<file path="src/rtl/opla_fdiv.sv">
// Serial signed-by-unsigned divider, one quotient bit per cycle, floor rounding.
// A zero divisor yields zero. No dependencies.
`timescale 1ns / 1ps
module opla_fdiv #(
   parameter int NW = 49,
   parameter int DW = 14
) (
   input  logic                 clock,
   input  logic                 reset,
   input  logic                 start,
   input  logic signed [NW-1:0] num,
   input  logic [DW-1:0]        den,
   output logic                 done,
   output logic signed [NW-1:0] quo
);
   localparam int CW = $clog2(NW + 1);

   logic [NW-1:0]        mag_ff;
   logic [DW-1:0]        rem_ff;
   logic [DW-1:0]        den_ff;
   logic [CW-1:0]        cnt_ff;
   logic                 neg_ff;
   logic                 run_ff;
   logic                 done_ff;
   logic signed [NW-1:0] quo_ff;

   logic [DW:0]   rem_sh;
   logic          fits;
   logic [DW-1:0] rem_in;

   always_comb begin
      rem_sh = {rem_ff, mag_ff[NW-1]};
      fits   = rem_sh >= {1'b0, den_ff};
      rem_in = fits ? DW'(rem_sh - {1'b0, den_ff}) : rem_sh[DW-1:0];
   end

   always_ff @(posedge clock) begin
      if (reset) begin
         run_ff  <= 1'b0;
         done_ff <= 1'b0;
      end else begin
         done_ff <= 1'b0;
         if (start) begin
            run_ff <= 1'b1;
            neg_ff <= num[NW-1];
            den_ff <= den;
            rem_ff <= '0;
            if (den == '0) begin
               mag_ff <= '0;
               cnt_ff <= '0;
            end else begin
               mag_ff <= num[NW-1] ? (~num + NW'(1)) : num;
               cnt_ff <= CW'(NW);
            end
         end else if (run_ff) begin
            if (cnt_ff == '0) begin
               // fold the sign back in, stepping down on a nonzero remainder
               run_ff  <= 1'b0;
               done_ff <= 1'b1;
               if (!neg_ff) begin
                  quo_ff <= mag_ff;
               end else if (rem_ff != '0) begin
                  quo_ff <= ~mag_ff;
               end else begin
                  quo_ff <= ~mag_ff + NW'(1);
               end
            end else begin
               mag_ff <= {mag_ff[NW-2:0], fits};
               rem_ff <= rem_in;
               cnt_ff <= cnt_ff - CW'(1);
            end
         end
      end
   end

   assign done = done_ff;
   assign quo  = quo_ff;
endmodule

</file>
<file path="config.mk">
export PLATFORM = sky130hd
export DESIGN_NAME = opla_fdiv
export DESIGN_NICKNAME = d
export VERILOG_FILES = /design/src/rtl/opla_fdiv.sv
export SDC_FILE = /design/constraint.sdc
export NUM_CORES = 1
export LEC_CHECK = 0
export ABC_AREA = 1
export BUFFER_PORTS_ARGS = -buffer_cell sky130_fd_sc_hd__buf_2
export CORE_MARGIN = 2
export CORE_UTILIZATION = 30
export DETAILED_ROUTE_END_ITERATION = 6
export SETUP_SLACK_MARGIN = 0.3
export SLEW_MARGIN = 20
export SYNTH_ARGS = -nofsm -noshare
export SYNTH_HDL_FRONTEND = slang
export SYNTH_SLANG_ARGS = --single-unit
</file>
<file path="constraint.sdc">
create_clock -name clock -period 8.3 [get_ports clock]
set_input_delay 2.075 -clock clock [delete_from_list [all_inputs] [get_ports clock]]
set_output_delay 2.075 -clock clock [all_outputs]
set_load 0.01 [all_outputs]
</file>
# Word level (Yosys, flattened, before mapping)
# Index checks and enable logic that the tools add are counted.
# W data, S select, Z words.
[totals] word_cells=45 ff_bits=135 ramBits=0 input_bits=66 romBits=0 n_memories=0 latchBits=0
[classes] multipliers=0 bitwise=5 n_shift=0 add_sub_neg=4 n_div=0 order_cmp=1 n_reduce_logical=8 eq_ne=1 n_mux=18
[op_table] op="$mux W49" count=7
[op_table] op="$not A49 Y49" count=2
[op_table] op="$add A49 B1 Y49 const B" count=1
[op_table] op="$add A49 B2 Y49 const B" count=1
[op_table] op="$mux W14" count=3
[op_table] op="$mux W6" count=4
[op_table] op="$ge A15 B14 Y1" count=1
[op_table] op="$logic_not A14 Y1" count=1
[op_table] op="$reduce_bool A14 Y1" count=1
[op_table] op="$sub A14 B14 Y14" count=1
[op_table] op="$logic_not A6 Y1" count=1
[op_table] op="$sub A6 B1 Y6 const B" count=1
[op_table] op="$mux W1" count=4
[op_table] op="$reduce_and A4 Y1" count=1
[op_table] op="$not A1 Y1" count=3
[op_table] op="$reduce_and A3 Y1" count=1
[op_table] op="$reduce_or A3 Y1" count=1
[op_table] op="$ne A2 B2 Y1 const B" count=1
[op_table] op="$reduce_and A2 Y1" count=1
[op_table] op="$reduce_bool A2 Y1" count=1

# Depth between registers and ports, before layout
[depth] word_depth=5 ltp_mapped=15

# Least setup slack after synthesis
# OpenSTA, ideal clock, no wires.
[synth_timing] path_type="input port to flip-flop" start="in start" end="reg quo_ff[0], in the netlist quo[0] (enable)" setup_ns=0.582 required_time_ns=7.718 arrival_ns=7.170 cell_stages=3 path_slack_ns=0.547 path_cell_list="clkbuf_1 -> clkbuf_1 -> nor4_1"
[synth_via] elab_chain_cells=2
[synth_lines] item="from (decl)" line_no="10" rtl="input logic start,"
[synth_lines] item="$not A1 Y1 (no line)"
[synth_lines] item="$reduce_and A4 Y1 (no line)"
[synth_lines] item="to (signal assigned)" line_no="61" rtl="quo_ff <= mag_ff;"
[synth_lines] item="to (signal assigned)" line_no="63" rtl="quo_ff <= ~mag_ff;"
[synth_lines] item="to (signal assigned)" line_no="65" rtl="quo_ff <= ~mag_ff + NW'(1);"
[synth_lines] item="to (decl)" line_no="25" rtl="logic signed [NW-1:0] quo_ff;"
# Every way passes these cells.
# A chain may end at the register's enable or synchronous reset.

# Worst setup path in the final report
[layout_timing] start="in start" end="reg mag_ff[36] (enable)"
[layout_via] elab_chain_cells=2 word_cells_on_any_way=3
[layout_lines] item="$ne A2 B2 Y1 (no line) or $reduce_bool A2 Y1 (tied branches)"
[layout_lines] item="$reduce_and A3 Y1 (no line) *"
[layout_lines] item="to (signal assigned)" line_no="52" rtl="mag_ff <= num[NW-1] ? (~num + NW'(1)) : num;"
[layout_lines] item="to (signal assigned)" line_no="68" rtl="mag_ff <= {mag_ff[NW-2:0], fits};"
[layout_lines] item="to (decl)" line_no="18" rtl="logic [NW-1:0] mag_ff;"
# Mark *: on every way between the ends. The rest lies on a longest branch, timed or not.

==> impl_metrics.toml <==
[clocking]
post-cts-setup-buffer-count = 0
cts_htree_levels = 4
cts-root-buf = "clkbuf_16"
clkTransAtPathRegs_ns = 0.06
numCtsBuffers = 17
hold_buffers = 0
cts_tree = "built"
cts.path.max_buffers = 2
ctsResizeCount = 0
cts_sinks = 135
clk_latency_ns = 0.42

[critical_path]
cp.required_ns = 8.35
critPathKind = "input pin to register"
worstPathArrival_ns = 5.16
start_kind = "input pin"
path_max_fanout = 54
crit_path_end_kind = "register"

[synth]
syn_inst = 1162
synthesis.area_sq_mm = 0.00896
synth_top_area_share_pct = 44.6
synth_top_area_cell = "edfxtp_1"
synth_seq_cells = 135
seq_area_frac_synth_pct = 45.0
yosys-top-cells-area = "edfxtp_1, nand2_1, nor2_1"
syn_nets = 1248
yosysUniqueCellTypes = 42
ys_warn_count = 0
avgSynthCellArea_sq_um = 7.71

[timing]
setup-tns-final_ns = 0
max_freq_ghz = 0.196
rsz0062_at_grt = "no"
finalCritPeriodShare_pct = 61.5
finalSetupViolCount = 0
tightest_slew_ns = 0.998
max-slew-margin-rel_pct = 33.0
post-route-min-period_ns = 5.11
hold_viol = 0
drv_slew = 0
skew_ns = 0.0106

[global_route]
grt_max_degree = 55
grt_use_total_pct = 16.9
grtUsageMet3_pct = 3.78
grt_pass1_wl_um = 40800
use_met2_pct = 24.8
met1_usage_pct = 24.2
antenna_found_initial = 8
busiest_layer = "met2"
grt_pass1_vias = 7525
overflow = 0

[die]
die_area_sq_mm = 0.0313
rows = 63
start_util_pct = 30.3
chipHeight_um = 177
core_region_area_sq_mm = 0.0296
die_x_um = 177
ios = 116

[final_layout]
drive_gt1_share_pct = 13.7
num-fill-cells = 3086
finalCoreUtilization_pct = 35.6
area_growth_pct = 17.3
fin_nets = 1361
stdcell_area_sq_mm = 0.0105
final_cells = 1682

[pwr]
powerDensity_mw_per_mm2 = 177
peakVddDrop_mv = 0.107
leakage_uw = 0.00456
power_uw = 1860

[placed_design]
routabilityCongestion = 0.997
placed_cells = 1646
dp_hpwl_um = 20800
port_buffers = 115
place_area_sq_mm = 0.00996

[routing]
dr.pass1.iters = 5
routed_wl_um = 26000
drc = 0
via_per_inst = 4.81
ant_nets = 0
vias = 8093
drt-wirelength-per-cell_um = 15.5
first_iter_violations = 826

[job]
cap_violations = 0

[run_status]
run_status = "complete, no violations"

[min_path]
min-delay-path-class = "register to register"
==> cells in the final DEF, fill, tap and decap left out, types with 2 or more instances in the layout <==
| master | instances |
|---|---|
| buf_4 | 4 |
| a31oi_1 | 3 |
| clkinv_1 | 4 |
| nand3b_1 | 3 |
| o21ai_2 | 3 |
| inv_1 | 141 |
| o21ai_0 | 69 |
| nor2_2 | 6 |
| nand2_4 | 2 |
| or2_2 | 2 |
| clkinvlp_4 | 4 |
| buf_2 | 115 |
| nand2_2 | 5 |
| clkinv_2 | 3 |
| o21bai_1 | 2 |
| nand4_1 | 40 |
| nor2_1 | 165 |
| xnor2_1 | 8 |
| ha_1 | 19 |
| o21ai_1 | 7 |
| or2_1 | 2 |
| nor3_1 | 14 |
| o22ai_1 | 9 |
| clkinv_4 | 2 |
| nor4_1 | 2 |
| diode_2 | 5 |
| a21oi_1 | 30 |
| xor2_1 | 44 |
| o211ai_1 | 2 |
| nand2_1 | 305 |
| nor2_4 | 4 |
| nand3_1 | 95 |
| dfxtp_1 | 2 |
| clkbuf_16 | 17 |
| edfxtp_1 | 133 |
| o31ai_1 | 5 |
| nand3_2 | 3 |
==> where the power goes <==
group | internal, uW | switching (uW) | total (uW)
sequential | 800 | 32.7 | 833
combinational | 110 | 222 | 332
clock | 407 | 286 | 693
==> logic make-up (layout without fill, tap and decap cells) <==
group           after synthesis  after routing  share of synthesized area, %
other cells                   0              5                             0
flops                       135            135                          45.0
simple gates                653            653                          31.7
xor+xnor                     52             52                          5.08
fa+ha+maj                    20             20                          2.88
compound gates              134            134                          8.11
buf+inv                     168            293                          7.25
==> final timing paths <==
| path | cells past startpoint | from | endpoint | slack (ns) |
|---|---|---|---|---|
| max | 4 | start | mag_ff[36]$_DFFE_PP_ | 3.19 |
| min | 2 | run_ff$_SDFF_PP0_ | done$_SDFF_PP0_ | 0.49 |
| max reg2reg | 14 | mag_ff[48]$_DFFE_PP_ | rem_ff[10]$_SDFFCE_PP0P_ | 5.77 |
| min reg2reg | 2 | run_ff$_SDFF_PP0_ | done$_SDFF_PP0_ | 0.49 |
==> state kept, by name, summed over array words and instances (netlist names) <==
name and flops:
rem_ff 14, mag_ff 49, quo 49, cnt_ff 6
run_ff 1, den_ff 14, neg_ff 1, done 1
==> stage by stage <==
stage	hold WS [ns]	setup slack, ns
finish	0.494	3.19
floorplan	0.438	0.547
CTS	0.499	3.64
detailed placement	0.490	3.19
global placement	0.479	3.24
global route	0.522	2.90
==> metal layers <==
metal	routed length (um)	share of wire, %
met5	34	0.13
met3	1890	7.3
met1	12600	48
met4	625	2.4
met2	10900	42
==> cells in the mapped netlist <==
master / count
clkbuf_1: 19
o21ai_1: 7
nand4_1: 40
dfxtp_1: 2
buf_2: 3
o21ai_2: 3
nor3b_2: 1
nor2_1: 165
buf_6: 2
nand3_2: 3
nand2_2: 5
nor2_2: 6
inv_1: 142
clkinv_1: 1
o31ai_1: 5
nand3_4: 1
ha_1: 19
edfxtp_1: 133
o21ai_0: 69
a31oi_1: 3
or2_2: 2
o211ai_1: 2
nor3b_1: 1
o22ai_1: 9
and3_1: 1
a21o_1: 1
nand3_1: 95
xor2_1: 44
nor4_1: 3
nor3_1: 14
nand2_4: 2
nand2_1: 305
o21bai_1: 2
fa_1: 1
a21oi_1: 31
or2_1: 2
buf_1: 1
a21boi_0: 1
nand3b_1: 3
nor2_4: 4
xnor2_1: 8
o21a_1: 1
==> area by class of cell <==
class / instances / area [sq um] / area share, %
diodes: 5 / 12.5 / 0.119
well taps: 390 / 488 / 4.64
clock inverters: 13 / 109 / 1.04
multi-input cells: 859 / 4290 / 40.9
clock buffers: 18 / 429 / 4.08
flip-flops and latches: 135 / 4030 / 38.4
inverters: 143 / 537 / 5.11
repair buffers: 119 / 606 / 5.76
==> critical path: stages <==
cell and delay [ns]:
buf_2 0.56, clkinv_1 1.02, a21oi_4 0.80, buf_4 0.65
Power figures use the tool's default switching activity.
